<file path="src/hw/rtl/ssl_pkg.sv">
// Shared definitions for the step sequencer loop recorder.
// Operation and button codes, default sizes, controller/datapath interface types.
// No dependencies.
`timescale 1ns / 1ps
`default_nettype none

package ssl_pkg;

    // default sizes
    localparam int LOOP_STEPS_DEF   = 64;
    localparam int SAMPLE_SLOTS_DEF = 12;

    // offset from the sample header address to its audio data
    localparam logic [31:0] DATA_OFFSET = 32'd43;

    // item operations
    typedef enum logic [1:0] {
        OP_STEP   = 2'd0,
        OP_SAMPLE = 2'd1,
        OP_BUTTON = 2'd2,
        OP_LOAD   = 2'd3
    } op_t;

    // keypad codes
    localparam logic [4:0] BTN_RECORD       = 5'd16;
    localparam logic [4:0] BTN_CLEAR        = 5'd15;
    localparam logic [4:0] BTN_STOP         = 5'd14;
    localparam logic [4:0] BTN_START        = 5'd13;
    localparam logic [4:0] BTN_SAMPLE_FIRST = 5'd1;
    localparam logic [4:0] BTN_SAMPLE_LAST  = 5'd12;

    // controller -> datapath
    typedef struct packed {
        logic accept;   // input transfer this cycle
        logic finish;   // step memory data is valid, finish the step tick
        logic sweep;    // clear one step memory entry
    } ctrl_cmd_t;

    // datapath -> controller
    typedef struct packed {
        logic need_fetch;  // accepted item is a running step tick
        logic need_sweep;  // accepted item is a loop clear
        logic sweep_last;  // sweep is at the last entry
        logic out_free;    // output register empty or being taken
    } ctrl_stat_t;

endpackage

`default_nettype wire

</file>
<file path="src/hw/rtl/ssl_ram.sv">
// Generic single-write, single-read RAM with registered read data.
// No dependencies.
`timescale 1ns / 1ps
`default_nettype none

module ssl_ram #(
    parameter int WIDTH = 4,
    parameter int DEPTH = 64
) (
    input  wire logic                     clk,
    input  wire logic                     we,
    input  wire logic [$clog2(DEPTH)-1:0] waddr,
    input  wire logic [WIDTH-1:0]         wdata,
    input  wire logic                     re,
    input  wire logic [$clog2(DEPTH)-1:0] raddr,
    output logic      [WIDTH-1:0]         rdata
);

    logic [WIDTH-1:0] mem [DEPTH];
    logic [WIDTH-1:0] rdata_reg;

    always_ff @(posedge clk)
    begin
        if (we)
        begin
            mem[waddr] <= wdata;
        end
        if (re)
        begin
            rdata_reg <= mem[raddr];
        end
    end

    assign rdata = rdata_reg;

endmodule

`default_nettype wire

</file>
<file path="src/hw/rtl/ssl_ctrl.sv">
// Controller FSM: clearing sweep, idle/accept, step memory fetch.
// Depends on ssl_pkg.
`timescale 1ns / 1ps
`default_nettype none

module ssl_ctrl
    import ssl_pkg::*;
(
    input  wire logic       clk,
    input  wire logic       rst_n,
    input  wire logic       in_valid,
    output logic            in_stall,
    input  wire ctrl_stat_t stat,
    output ctrl_cmd_t       cmd
);

    typedef enum logic [1:0] {
        ST_SWEEP,
        ST_IDLE,
        ST_FETCH
    } state_t;

    state_t state_reg, state_next;
    logic   take;

    assign in_stall = !((state_reg == ST_IDLE) && stat.out_free);
    assign take     = in_valid && !in_stall;

    always_comb
    begin
        state_next = state_reg;
        cmd        = '0;
        case (state_reg)
            ST_SWEEP:
            begin
                cmd.sweep = 1'b1;
                if (stat.sweep_last)
                begin
                    state_next = ST_IDLE;
                end
            end
            ST_IDLE:
            begin
                cmd.accept = take;
                if (take && stat.need_fetch)
                begin
                    state_next = ST_FETCH;
                end
                else if (take && stat.need_sweep)
                begin
                    state_next = ST_SWEEP;
                end
            end
            ST_FETCH:
            begin
                // output register was emptied at accept, load is always possible
                cmd.finish = 1'b1;
                state_next = ST_IDLE;
            end
            default:
            begin
                state_next = ST_IDLE;
            end
        endcase
    end

    always_ff @(posedge clk or negedge rst_n)
    begin
        if (!rst_n)
        begin
            state_reg <= ST_SWEEP;   // clear step memory after reset
        end
        else
        begin
            state_reg <= state_next;
        end
    end

endmodule

`default_nettype wire

</file>
<file path="src/hw/rtl/ssl_dp.sv">
// Datapath: step pointer, loop end, playback state, sample table,
// step memory and the result register. Depends on ssl_pkg and ssl_ram.
`timescale 1ns / 1ps
`default_nettype none

module ssl_dp
    import ssl_pkg::*;
#(
    parameter int LOOP_STEPS   = LOOP_STEPS_DEF,
    parameter int SAMPLE_SLOTS = SAMPLE_SLOTS_DEF
) (
    input  wire logic        clk,
    input  wire logic        rst_n,
    input  wire ctrl_cmd_t   cmd,
    output ctrl_stat_t       stat,

    input  wire logic        cfg_valid,
    input  wire logic [3:0]  samples_present,

    input  wire logic [1:0]  operation,
    input  wire logic [4:0]  button,
    input  wire logic [7:0]  audio_byte,
    input  wire logic [3:0]  entry_index,
    input  wire logic [31:0] entry_address,
    input  wire logic [31:0] entry_length,
    input  wire logic [31:0] entry_rate,

    input  wire logic        out_stall,
    output logic             out_valid,
    output logic             play_start,
    output logic [31:0]      start_address,
    output logic [31:0]      start_rate,
    output logic             audio_valid,
    output logic [7:0]       audio_value,
    output logic             playback_done,
    output logic             loop_wrapped,
    output logic             recording_on,
    output logic             stepping_on
);

    localparam int AW     = $clog2(LOOP_STEPS);
    localparam int EW     = $clog2(LOOP_STEPS + 1);
    localparam int SLOT_W = (SAMPLE_SLOTS > 1) ? $clog2(SAMPLE_SLOTS) : 1;
    localparam logic [3:0]    SLOTS_MAX = 4'(SAMPLE_SLOTS);
    localparam logic [EW-1:0] END_FULL  = EW'(LOOP_STEPS);
    localparam logic [AW-1:0] LAST_STEP = AW'(LOOP_STEPS - 1);

    // control state
    logic [AW-1:0] ptr_reg, ptr_next;
    logic [EW-1:0] loop_end_reg, loop_end_next;
    logic          idle_reg, idle_next;
    logic          record_reg, record_next;
    logic          enable_reg, enable_next;
    logic          wrap_reg, wrap_next;
    logic [AW-1:0] sweep_cnt_reg, sweep_cnt_next;
    logic [3:0]    samples_reg;
    logic          out_valid_reg, out_valid_next;

    // playback and table state (reset values are visible)
    logic [31:0] pos_reg, pos_next;
    logic [31:0] len_reg, len_next;
    logic [31:0] tab_addr_reg [SAMPLE_SLOTS];
    logic [31:0] tab_len_reg  [SAMPLE_SLOTS];
    logic [31:0] tab_rate_reg [SAMPLE_SLOTS];
    logic        tab_we;

    // result register
    logic        play_start_reg,    play_start_next;
    logic [31:0] start_address_reg, start_address_next;
    logic [31:0] start_rate_reg,    start_rate_next;
    logic        audio_valid_reg,   audio_valid_next;
    logic [7:0]  audio_value_reg,   audio_value_next;
    logic        done_reg,          done_next;
    logic        wrapped_reg,       wrapped_next;
    logic        rec_out_reg,       rec_out_next;
    logic        step_out_reg,      step_out_next;
    logic        load_out;

    // step memory ports
    logic          ram_we, ram_re;
    logic [AW-1:0] ram_waddr;
    logic [3:0]    ram_wdata;
    logic [3:0]    ram_rdata;

    // helpers
    logic [EW-1:0]     ptr_inc;
    logic              step_wrap;
    logic [AW-1:0]     ptr_step;
    logic              is_sample_btn;
    logic [3:0]        start_num;
    logic              num_ok;
    logic [SLOT_W-1:0] slot;
    logic [31:0]       pos_inc;
    logic              pos_end;
    logic              do_start;

    assign ptr_inc   = EW'(ptr_reg) + EW'(1);
    assign step_wrap = (ptr_inc >= loop_end_reg);
    assign ptr_step  = step_wrap ? '0 : AW'(ptr_inc);

    assign is_sample_btn = (button >= BTN_SAMPLE_FIRST) && (button <= BTN_SAMPLE_LAST);

    assign start_num = cmd.finish ? ram_rdata : button[3:0];
    assign num_ok    = (start_num != 4'd0) && (start_num <= SLOTS_MAX);
    assign slot      = SLOT_W'(start_num - 4'd1);

    assign pos_inc = pos_reg + 32'd1;
    assign pos_end = (pos_inc > len_reg);

    assign stat.need_fetch = (operation == OP_STEP) && enable_reg;
    assign stat.need_sweep = (operation == OP_BUTTON) && (button == BTN_CLEAR);
    assign stat.sweep_last = (sweep_cnt_reg == LAST_STEP);
    assign stat.out_free   = !out_valid_reg || !out_stall;

    always_comb
    begin
        ptr_next       = ptr_reg;
        loop_end_next  = loop_end_reg;
        idle_next      = idle_reg;
        record_next    = record_reg;
        enable_next    = enable_reg;
        wrap_next      = wrap_reg;
        sweep_cnt_next = sweep_cnt_reg;
        pos_next       = pos_reg;
        len_next       = len_reg;
        tab_we         = 1'b0;
        ram_we         = 1'b0;
        ram_re         = 1'b0;
        ram_waddr      = ptr_reg;
        ram_wdata      = button[3:0];
        load_out       = 1'b0;
        do_start       = 1'b0;

        play_start_next    = 1'b0;
        start_address_next = '0;
        start_rate_next    = '0;
        audio_valid_next   = 1'b0;
        audio_value_next   = '0;
        done_next          = 1'b0;
        wrapped_next       = 1'b0;

        if (cmd.sweep)
        begin
            ram_we         = 1'b1;
            ram_waddr      = sweep_cnt_reg;
            ram_wdata      = '0;
            sweep_cnt_next = stat.sweep_last ? '0 : sweep_cnt_reg + AW'(1);
        end

        if (cmd.accept)
        begin
            load_out = 1'b1;
            case (op_t'(operation))
                OP_STEP:
                begin
                    if (enable_reg)
                    begin
                        // result comes after the step memory read
                        load_out  = 1'b0;
                        ptr_next  = ptr_step;
                        wrap_next = step_wrap;
                        ram_re    = 1'b1;
                    end
                end
                OP_SAMPLE:
                begin
                    if (!idle_reg)
                    begin
                        audio_valid_next = 1'b1;
                        if (pos_end)
                        begin
                            pos_next  = '0;
                            idle_next = 1'b1;
                            done_next = 1'b1;
                        end
                        else
                        begin
                            pos_next         = pos_inc;
                            audio_value_next = audio_byte;
                        end
                    end
                end
                OP_BUTTON:
                begin
                    case (button)
                        BTN_RECORD:
                        begin
                            record_next   = !record_reg;
                            loop_end_next = record_reg ? EW'(ptr_reg) : END_FULL;
                            ptr_next      = '0;
                        end
                        BTN_CLEAR:
                        begin
                            loop_end_next = END_FULL;
                        end
                        BTN_STOP:
                        begin
                            enable_next = 1'b0;
                        end
                        BTN_START:
                        begin
                            enable_next = 1'b1;
                        end
                        default:
                        begin
                            if (is_sample_btn)
                            begin
                                ram_we   = record_reg;
                                do_start = idle_reg && num_ok
                                           && (button[3:0] <= samples_reg);
                            end
                        end
                    endcase
                end
                OP_LOAD:
                begin
                    tab_we = (entry_index < SLOTS_MAX);
                end
                default:
                begin
                    load_out = 1'b1;
                end
            endcase
        end

        if (cmd.finish)
        begin
            load_out     = 1'b1;
            wrapped_next = wrap_reg;
            do_start     = idle_reg && num_ok;
        end

        if (do_start)
        begin
            idle_next          = 1'b0;
            len_next           = tab_len_reg[slot];
            pos_next           = '0;
            play_start_next    = 1'b1;
            start_address_next = tab_addr_reg[slot] + DATA_OFFSET;
            start_rate_next    = tab_rate_reg[slot];
        end

        rec_out_next  = record_next;
        step_out_next = enable_next;

        if (load_out)
        begin
            out_valid_next = 1'b1;
        end
        else
        begin
            out_valid_next = out_valid_reg && out_stall;
        end
    end

    always_ff @(posedge clk or negedge rst_n)
    begin
        if (!rst_n)
        begin
            ptr_reg       <= '0;
            loop_end_reg  <= END_FULL;
            idle_reg      <= 1'b1;
            record_reg    <= 1'b0;
            enable_reg    <= 1'b1;
            wrap_reg      <= 1'b0;
            sweep_cnt_reg <= '0;
            samples_reg   <= '0;
            out_valid_reg <= 1'b0;
            pos_reg       <= '0;
            len_reg       <= '0;
        end
        else
        begin
            ptr_reg       <= ptr_next;
            loop_end_reg  <= loop_end_next;
            idle_reg      <= idle_next;
            record_reg    <= record_next;
            enable_reg    <= enable_next;
            wrap_reg      <= wrap_next;
            sweep_cnt_reg <= sweep_cnt_next;
            out_valid_reg <= out_valid_next;
            pos_reg       <= pos_next;
            len_reg       <= len_next;
            if (cfg_valid)
            begin
                samples_reg <= samples_present;
            end
        end
    end

    always_ff @(posedge clk or negedge rst_n)
    begin
        if (!rst_n)
        begin
            for (int i = 0; i < SAMPLE_SLOTS; i++)
            begin
                tab_addr_reg[i] <= '0;
                tab_len_reg[i]  <= '0;
                tab_rate_reg[i] <= '0;
            end
        end
        else if (tab_we)
        begin
            tab_addr_reg[entry_index[SLOT_W-1:0]] <= entry_address;
            tab_len_reg[entry_index[SLOT_W-1:0]]  <= entry_length;
            tab_rate_reg[entry_index[SLOT_W-1:0]] <= entry_rate;
        end
    end

    always_ff @(posedge clk)
    begin
        if (load_out)
        begin
            play_start_reg    <= play_start_next;
            start_address_reg <= start_address_next;
            start_rate_reg    <= start_rate_next;
            audio_valid_reg   <= audio_valid_next;
            audio_value_reg   <= audio_value_next;
            done_reg          <= done_next;
            wrapped_reg       <= wrapped_next;
            rec_out_reg       <= rec_out_next;
            step_out_reg      <= step_out_next;
        end
    end

    ssl_ram #(
        .WIDTH (4),
        .DEPTH (LOOP_STEPS)
    ) u_step_ram (
        .clk   (clk),
        .we    (ram_we),
        .waddr (ram_waddr),
        .wdata (ram_wdata),
        .re    (ram_re),
        .raddr (ptr_step),
        .rdata (ram_rdata)
    );

    assign out_valid     = out_valid_reg;
    assign play_start    = play_start_reg;
    assign start_address = start_address_reg;
    assign start_rate    = start_rate_reg;
    assign audio_valid   = audio_valid_reg;
    assign audio_value   = audio_value_reg;
    assign playback_done = done_reg;
    assign loop_wrapped  = wrapped_reg;
    assign recording_on  = rec_out_reg;
    assign stepping_on   = step_out_reg;

endmodule

`default_nettype wire

</file>
<file path="src/hw/rtl/step_sequencer_loop_recorder.sv">
// Top level of the looping step sequencer with loop recording.
// Depends on ssl_pkg, ssl_ctrl, ssl_dp (which holds ssl_ram).
`timescale 1ns / 1ps
`default_nettype none

// Looping step sequencer that triggers stored samples. Each input transfer is
// one operation: step tick, sample tick, button press or sample table load,
// and each gives exactly one result transfer. For most items the result
// register is loaded at the accepting edge. For a step tick while stepping
// is enabled it is loaded from the registered read of the step memory, in
// the ST_FETCH state. A loop clear (button 15) presents its result at once,
// then the step memory is swept one entry per cycle with in_stall high.
// After reset the same sweep runs over every entry before the first item is
// taken; samples_present writes are taken at any time (cfg_ready is tied
// high). A new item is accepted while the previous result transfers out on
// the same edge.

module step_sequencer_loop_recorder
    import ssl_pkg::*;
#(
    parameter int LOOP_STEPS   = LOOP_STEPS_DEF,
    parameter int SAMPLE_SLOTS = SAMPLE_SLOTS_DEF
) (
    input  wire logic        clk,
    input  wire logic        rst_n,

    // configuration write channel
    input  wire logic        cfg_valid,
    output logic             cfg_ready,
    input  wire logic [3:0]  samples_present,

    // input channel
    input  wire logic        in_valid,
    output logic             in_stall,
    input  wire logic [1:0]  operation,
    input  wire logic [4:0]  button,
    input  wire logic [7:0]  audio_byte,
    input  wire logic [3:0]  entry_index,
    input  wire logic [31:0] entry_address,
    input  wire logic [31:0] entry_length,
    input  wire logic [31:0] entry_rate,

    // result channel
    output logic             out_valid,
    input  wire logic        out_stall,
    output logic             play_start,
    output logic [31:0]      start_address,
    output logic [31:0]      start_rate,
    output logic             audio_valid,
    output logic [7:0]       audio_value,
    output logic             playback_done,
    output logic             loop_wrapped,
    output logic             recording_on,
    output logic             stepping_on
);

    ctrl_cmd_t  cmd;
    ctrl_stat_t stat;

    // register write never waits
    assign cfg_ready = 1'b1;

    ssl_ctrl u_ctrl (
        .clk      (clk),
        .rst_n    (rst_n),
        .in_valid (in_valid),
        .in_stall (in_stall),
        .stat     (stat),
        .cmd      (cmd)
    );

    ssl_dp #(
        .LOOP_STEPS   (LOOP_STEPS),
        .SAMPLE_SLOTS (SAMPLE_SLOTS)
    ) u_dp (
        .clk             (clk),
        .rst_n           (rst_n),
        .cmd             (cmd),
        .stat            (stat),
        .cfg_valid       (cfg_valid),
        .samples_present (samples_present),
        .operation       (operation),
        .button          (button),
        .audio_byte      (audio_byte),
        .entry_index     (entry_index),
        .entry_address   (entry_address),
        .entry_length    (entry_length),
        .entry_rate      (entry_rate),
        .out_stall       (out_stall),
        .out_valid       (out_valid),
        .play_start      (play_start),
        .start_address   (start_address),
        .start_rate      (start_rate),
        .audio_valid     (audio_valid),
        .audio_value     (audio_value),
        .playback_done   (playback_done),
        .loop_wrapped    (loop_wrapped),
        .recording_on    (recording_on),
        .stepping_on     (stepping_on)
    );

endmodule

`default_nettype wire
</file>
<file path="config.mk">
export PLATFORM = sky130hd
export DESIGN_NAME = step_sequencer_loop_recorder
export DESIGN_NICKNAME = d
export VERILOG_FILES = /design/src/hw/rtl/ssl_pkg.sv /design/src/hw/rtl/ssl_ram.sv /design/src/hw/rtl/ssl_ctrl.sv /design/src/hw/rtl/ssl_dp.sv /design/src/hw/rtl/step_sequencer_loop_recorder.sv
export SDC_FILE = /design/constraint.sdc
export NUM_CORES = 2
export LEC_CHECK = 0
export ABC_AREA = 1
export BUFFER_PORTS_ARGS = -buffer_cell sky130_fd_sc_hd__buf_4
export CELL_PAD_IN_SITES_DETAIL_PLACEMENT = 0
export CELL_PAD_IN_SITES_GLOBAL_PLACEMENT = 1
export CORE_UTILIZATION = 52
export DETAILED_ROUTE_END_ITERATION = 16
export GPL_ROUTABILITY_DRIVEN = 0
export PLACE_DENSITY = 0.87
export SYNTH_ARGS = -nofsm -noshare
export SYNTH_HDL_FRONTEND = slang
export SYNTH_SLANG_ARGS = --single-unit
</file>
<file path="constraint.sdc">
create_clock -name clk -period 9.6 [get_ports clk]
set_clock_uncertainty 0.2 [all_clocks]
set_input_delay 0.48 -clock clk [delete_from_list [all_inputs] [get_ports clk]]
set_output_delay 0.48 -clock clk [all_outputs]
set_load 0.01 [all_outputs]
</file>
Word level (Yosys, flattened, before mapping). Memory sizes are Yosys's and may differ from the RTL's. A register that Yosys moved wholly into a read port is not among the register bits. Index checks and enable logic that the tools add are counted.

Register bits: 1324. Bits in latches: 0. Bits in writable memories: 256. Bits in read-only memories: 0. Output and inout bits: 81. Logic and storage cells: 197. Memories kept: 1.

Memory list: u_dp.u_step_ram.mem (words 64, bits a word 4, read ports 1, clocked after Yosys merged registers in 1, wr ports 1, RTL line ssl_ram.sv:19) `logic [WIDTH-1:0] mem [DEPTH];`.

Add/sub/neg operators: 5. Multipliers: 0. Divide/modulo/power cells: 0. $lt $le $gt $ge: 10. Equal/unequal tests: 15. Shifts and indexed selects: 0. Mux-type cells: 71. Bitwise gates (word level): 4. Reductions and logical operators: 34.

Operators with widths (number): $bwmux 384 (3); $bmux 32 s4 (3); $mux 32 (12); $demux 32 s4 (1); $mux 1 (37); $add 32x1->32 const B (1); $add 32x6->32 const B (1); $gt 32x32->1 (1); $mux 6 (5); $eq 5x4->1 const B (3); $pmux 7 s2 (1); $logic_and 1x1->1 (12); $pmux 6 s2 (1); $ge 5x5->1 const B (2); $not 4->5 (2); $reduce_and 3->1 (3); $mux 4 (2); $reduce_bool 2->1 (4); $reduce_or 4->1 (2); $add 6x1->7 const B (1); $ge 7x7->1 (1); $mux 7 (1); $add 6x1->6 const B (1); $eq 2x2->1 const B (3); 24 further kinds (36).

Depth between registers and ports, before layout.
Depth in word-level cells: 14. Gate-level depth with buffers: 28. Depth with buffers taken out: 22.

Hierarchy. A second synthesis with hierarchy kept.

Cell total of the unflattened synthesis: 8265. Area, all modules: 71862.7 sq um.

By module, submodules not included: ssl_dp (instances 1, cells an instance 7301, area an instance 60823.3 sq um, sequential area each 33475.9 sq um); ssl_ram (instances 1, cells an instance 948, area an instance 10921.7 sq um, sequential area each 7807.5 sq um); ssl_ctrl (instances 1, cells an instance 14, area an instance 106.4 sq um, sequential area each 50.0 sq um); step_sequencer_loop_recorder (instances 1, cells an instance 2, area an instance 11.3 sq um, sequential area each 0.0 sq um).

Least setup slack after synthesis. Ideal clock, no wire load.

Path kind: register -> register. From: register u_ctrl.state_reg[0]. To: register u_dp.start_address_reg[27], in the netlist u_dp.start_address[27] (data pin). Arrival time: 3718 ps. Setup slack: 5427 ps. Cell stages (with the launch flop): 27. Buffers on the path: 9. Period minus slack after synthesis: 4173 ps. Cells stage by stage: dfrtp_1 > inv_2 > nand2_4 > nand2_2 > nand2_4 > buf_6 > buf_6 > buf_4 > buf_4 > buf_4 > buf_2 > ha_1 > buf_2 > inv_2 > clkbuf_1 > buf_1 > nand3_1 > nand3_1 > nand3_1 > nand2_1 > nand2_1 > nor2_1 > nand3_1 > nor2_1 > nand3_1 > nand2_1 > nor2_1.

Longest elaborated chain between the ends: 12.

RTL lines: from (decl) (RTL line ssl_ctrl.sv:23) `state_t state_reg, state_next;`; from (signal assigned) (RTL line ssl_ctrl.sv:75) `state_reg <= state_next;`; branches (longest 12 deep; another with $add 32x6->32); to (signal assigned) (RTL line ssl_dp.sv:315) `start_address_reg <= start_address_next;`; to (decl) (RTL line ssl_dp.sv:69) `logic [31:0] start_address_reg, start_address_next;`.

Several ways; the timed one is not identified. The select of a mux whose other input is x is not followed. A chain may end at the register's enable or synchronous reset.

Final worst setup path.
From: register u_ctrl.state_reg[1]. To: register u_dp.start_address_reg[28], in the netlist u_dp.start_address[28] (data pin).

Same word-level chain as after synthesis.

==> run_results.csv <==
group,metric,value,unit
hold_path,hold_start,"operation[0]",
logic_synthesis,synth_cell_types,52,
cts,cts_resized,0,
cts,cts_buffers,168,
cells_and_area,final_net_count,8476,
cts,cts_tree,"built",
logic_synthesis,synth_top_family_by_area,"simple AND/OR/NAND/NOR gates",
cts,cts_root_buf,"clkbuf_16",
timing,maxSlewHeadroom,22.6,%
drt,vias,58900,
cells_and_area,postLayoutCoreUtil,58.7,%
timing,fmax,164,MHz
floorplan,die_area,0.140,sq mm
logic_synthesis,yosys_warnings,0,
logic_synthesis,ys_seq_area_share,57.2,%
floorplan,start_util,52.5,%
global_route,grt_usage,29.3,%
logic_synthesis,synth_area_leaders,"dfrtp_1 43%, edfxtp_1 14%, o21ai_0 11%",
floorplan,boundaryPins,205,
logic_synthesis,synth_area,0.0723,sq mm
logic_synthesis,dominantRegCellSynth,"dfrtp_1",
floorplan,die_h,375,um
logic_synthesis,syn_inst,8390,
cts,path_clk_slew,0.06,ns
global_route,gr-total-overflow,0,
worst_setup_path,cp-start-kind,"flop",
timing,worst_pin_slew,1.16,ns
logic_synthesis,synth_nets,8563,
logic_synthesis,syn_area_per_cell,8.61,sq um
place,dp.cells,9804,
worst_setup_path,crit_fanout,146,
timing,period_needed,6.11,ns
drt,dr.first_iter.drc_count,6476,
worst_setup_path,cp.arrival,6.44,ns
worst_setup_path,required,9.93,ns
worst_setup_path,crit_path_end_kind,"flop",
logic_synthesis,synth-edff-count,338,
cts,clk_latency,0.80,ns
timing,fin_hold_ws,0.0245,ns
logic_synthesis,synth_compound_area_share,16.1,%
drt,first_pass_iters,6,
drt,drc,0,
cells_and_area,final_cell_area,0.0809,sq mm
cells_and_area,finalNonFillerCells,10200,
timing,finalCritPeriodShare,63.6,%
logic_synthesis,synth_most_common_cell,"nand2_1",
cells_and_area,drive_gt1_share,6.95,%
place,hpwl,113000,um
power_and_ir_drop,power_density,177,mW/mm^2
logic_synthesis,synthXorXnorAreaFrac,0.315,%
timing,tns,0,ns
job,cap_violations,0,
global_route,grt_pass1_wl,324000,um
cts,cts_sinks,1584,
global_route,grt_max_degree,197,
logic_synthesis,synth-seq-cells,1584,
floorplan,core_area,0.138,sq mm
global_route,grt_pass1_vias,56000,
timing,rsz0062_at_grt,"no",
worst_setup_path,critPathLaunch,"u_ctrl.state_reg[1]$_DFFE_PN0P_",
power_and_ir_drop,p_leak,35.8,nW
logic_synthesis,async_flop_share,78.7,%
worst_setup_path,worstSetupPathType,"reg2reg",
status,outcome,"finished clean",
drt,wl_per_cell,20.1,um
worst_setup_path,regToRegStartpoint,"u_ctrl.state_reg[1]$_DFFE_PN0P_",
drt,totalWireLength,206000,um
logic_synthesis,synth_top_area_share,43.0,%
cts,clk_path_buf_depth,3,
floorplan,die_w,375,um
power_and_ir_drop,peakVddDrop,0.152,mV
global_route,grt_antenna_before_repair,3,
timing,final-setup-viol-count,0,
place,placed_area,0.0742,sq mm
logic_synthesis,synth_mux_area_share,0.0156,%
place,port_buffers,203,
timing,hold_viol_final,0,
cts,htreeDepth,4,
drt,ant_nets,0,
logic_synthesis,synth_area_leader_cell,"dfrtp_1",
hold_path,hold_class,"in2reg",
floorplan,rows,136,
cts,cts_setup_buffers,0,
cells_and_area,area_delta_synth_final,11.9,%
cells_and_area,antenna_cells,0,
drt,via_per_inst,5.75,
logic_synthesis,synthSimpleGateAreaFrac,18.4,%
logic_synthesis,synthAdderAreaFrac,0.848,%
timing,drv_slew,0,
logic_synthesis,yosys-top-cells-count,"2000 x nand2_1, 1653 x o21ai_0, 1243 x dfrtp_1",
kinds of logic after synthesis:
kind of cell    count (synthesis)
other cells                     1
flops                        1584
fa+ha+maj                      49
xor+xnor                       26
mux                             1
compound gates               2142
simple gates                 3305
buf+inv                      1282
worst max-delay path: stages (launching register included):
cell,delay (ns)
dfrtp_1,0.52
nand2_4,0.16
nand2_2,0.16
nand2_8,0.54
ha_4,0.96
buf_12,0.64
buf_4,0.77
nand3_1,0.17
nand3_1,0.12
nand3_1,0.10
nand2_1,0.18
inv_1,0.06
ha_1,0.23
o21ai_1,0.23
nand2_1,0.13
a21oi_1,0.28
nand3_1,0.12
nand2_1,0.08
nor2_1,0.06
layout make-up:
type                       count  area [sq um]
fill                       12200         56800
sequential                  1584         41300
multi-input combinational   5524         26000
clock buffer                 251          4790
timing repair buffer         401          3470
inverter                     624          2350
tap                         1794          2240
clock inverter                63           698
cells in the final DEF, fill, tap and decap left out, types with 7 or more instances in the layout:
cell type | synthesis | routed
nand2_1 | 2000 | 1995
o21ai_0 | 1653 | 1653
dfrtp_1 | 1243 | 1243
nor2_1 | 709 | 704
inv_1 | 615 | 615
nand3_1 | 480 | 475
edfxtp_1 | 338 | 338
buf_4 | 35 | 266
clkbuf_16 | 0 | 170
o22ai_1 | 130 | 130
dlygate4sd3_1 | 0 | 123
a21oi_1 | 115 | 115
o221ai_1 | 97 | 97
o211ai_1 | 92 | 92
clkbuf_1 | 525 | 58
ha_1 | 49 | 48
nand4_1 | 42 | 42
a22oi_1 | 31 | 31
xor2_1 | 26 | 26
clkinv_2 | 0 | 25
clkbuf_8 | 0 | 23
or2_2 | 17 | 17
nor3_1 | 17 | 17
clkinv_1 | 4 | 17
buf_12 | 0 | 12
bufinv_16 | 0 | 10
nand2_4 | 5 | 8
nand3b_1 | 8 | 8
o21ai_1 | 8 | 8
nor4_1 | 7 | 7
nand2_2 | 8 | 7
clkinv_8 | 0 | 7
where the power goes:
group          internal, mW  leakage [nW]  total, mW  switching, mW
combinational         0.259          13.6      0.957          0.698
sequential             6.87          19.5       6.88        0.00947
clock                  3.73          2.68       6.46           2.72
total                  10.9          35.8       14.3           3.43
routing by layer:
layer / track usage [%] / part of all wire [%] / vias to the layer above / wire, um
li1: - / - / 27700 / -
met1: 42.7 / 45 / 28700 / 92200
met2: 45.9 / 46 / 2253 / 93900
met3: 4.18 / 7.2 / 313 / 14900
met4: 8.29 / 2.3 / 2 / 4640
met5: 0 / 0.0039 / - / 8
final timing paths:
kind                       depth (start not counted)                              endpoint  slack [ns]
hold / removal                                     4       u_ctrl.state_reg[1]$_DFFE_PN0P_        0.02
hold reg to reg                                    2     u_dp.tab_rate_reg[87]$_DFFE_PN0P_        0.28
min in group asynchronous                          2    u_dp.tab_addr_reg[240]$_DFFE_PN0P_        0.14
max in group asynchronous                          4     u_dp.tab_rate_reg[74]$_DFFE_PN0P_        6.68
setup / recovery                                  18  u_dp.start_address[28]$_SDFFCE_PP0P_        3.49
setup reg to reg                                  18  u_dp.start_address[28]$_SDFFCE_PP0P_        3.49
metrics by stage:
step	worst slack [ns]	power [mW]
2_1_floorplan	5.43	7.54
3_3_place_gp	3.63	7.91
3_5_place_dp	3.58	7.91
4_1_cts	3.56	14.4
5_1_grt	3.09	14.8
6_report	3.49	14.3
timing repair:
item	in CTS	in global routing
endpoints found under the hold margin	1234	0
setup endpoints to repair	0	0
hold buffers	123	0
No activity file was read; power rests on OpenSTA's default activity.
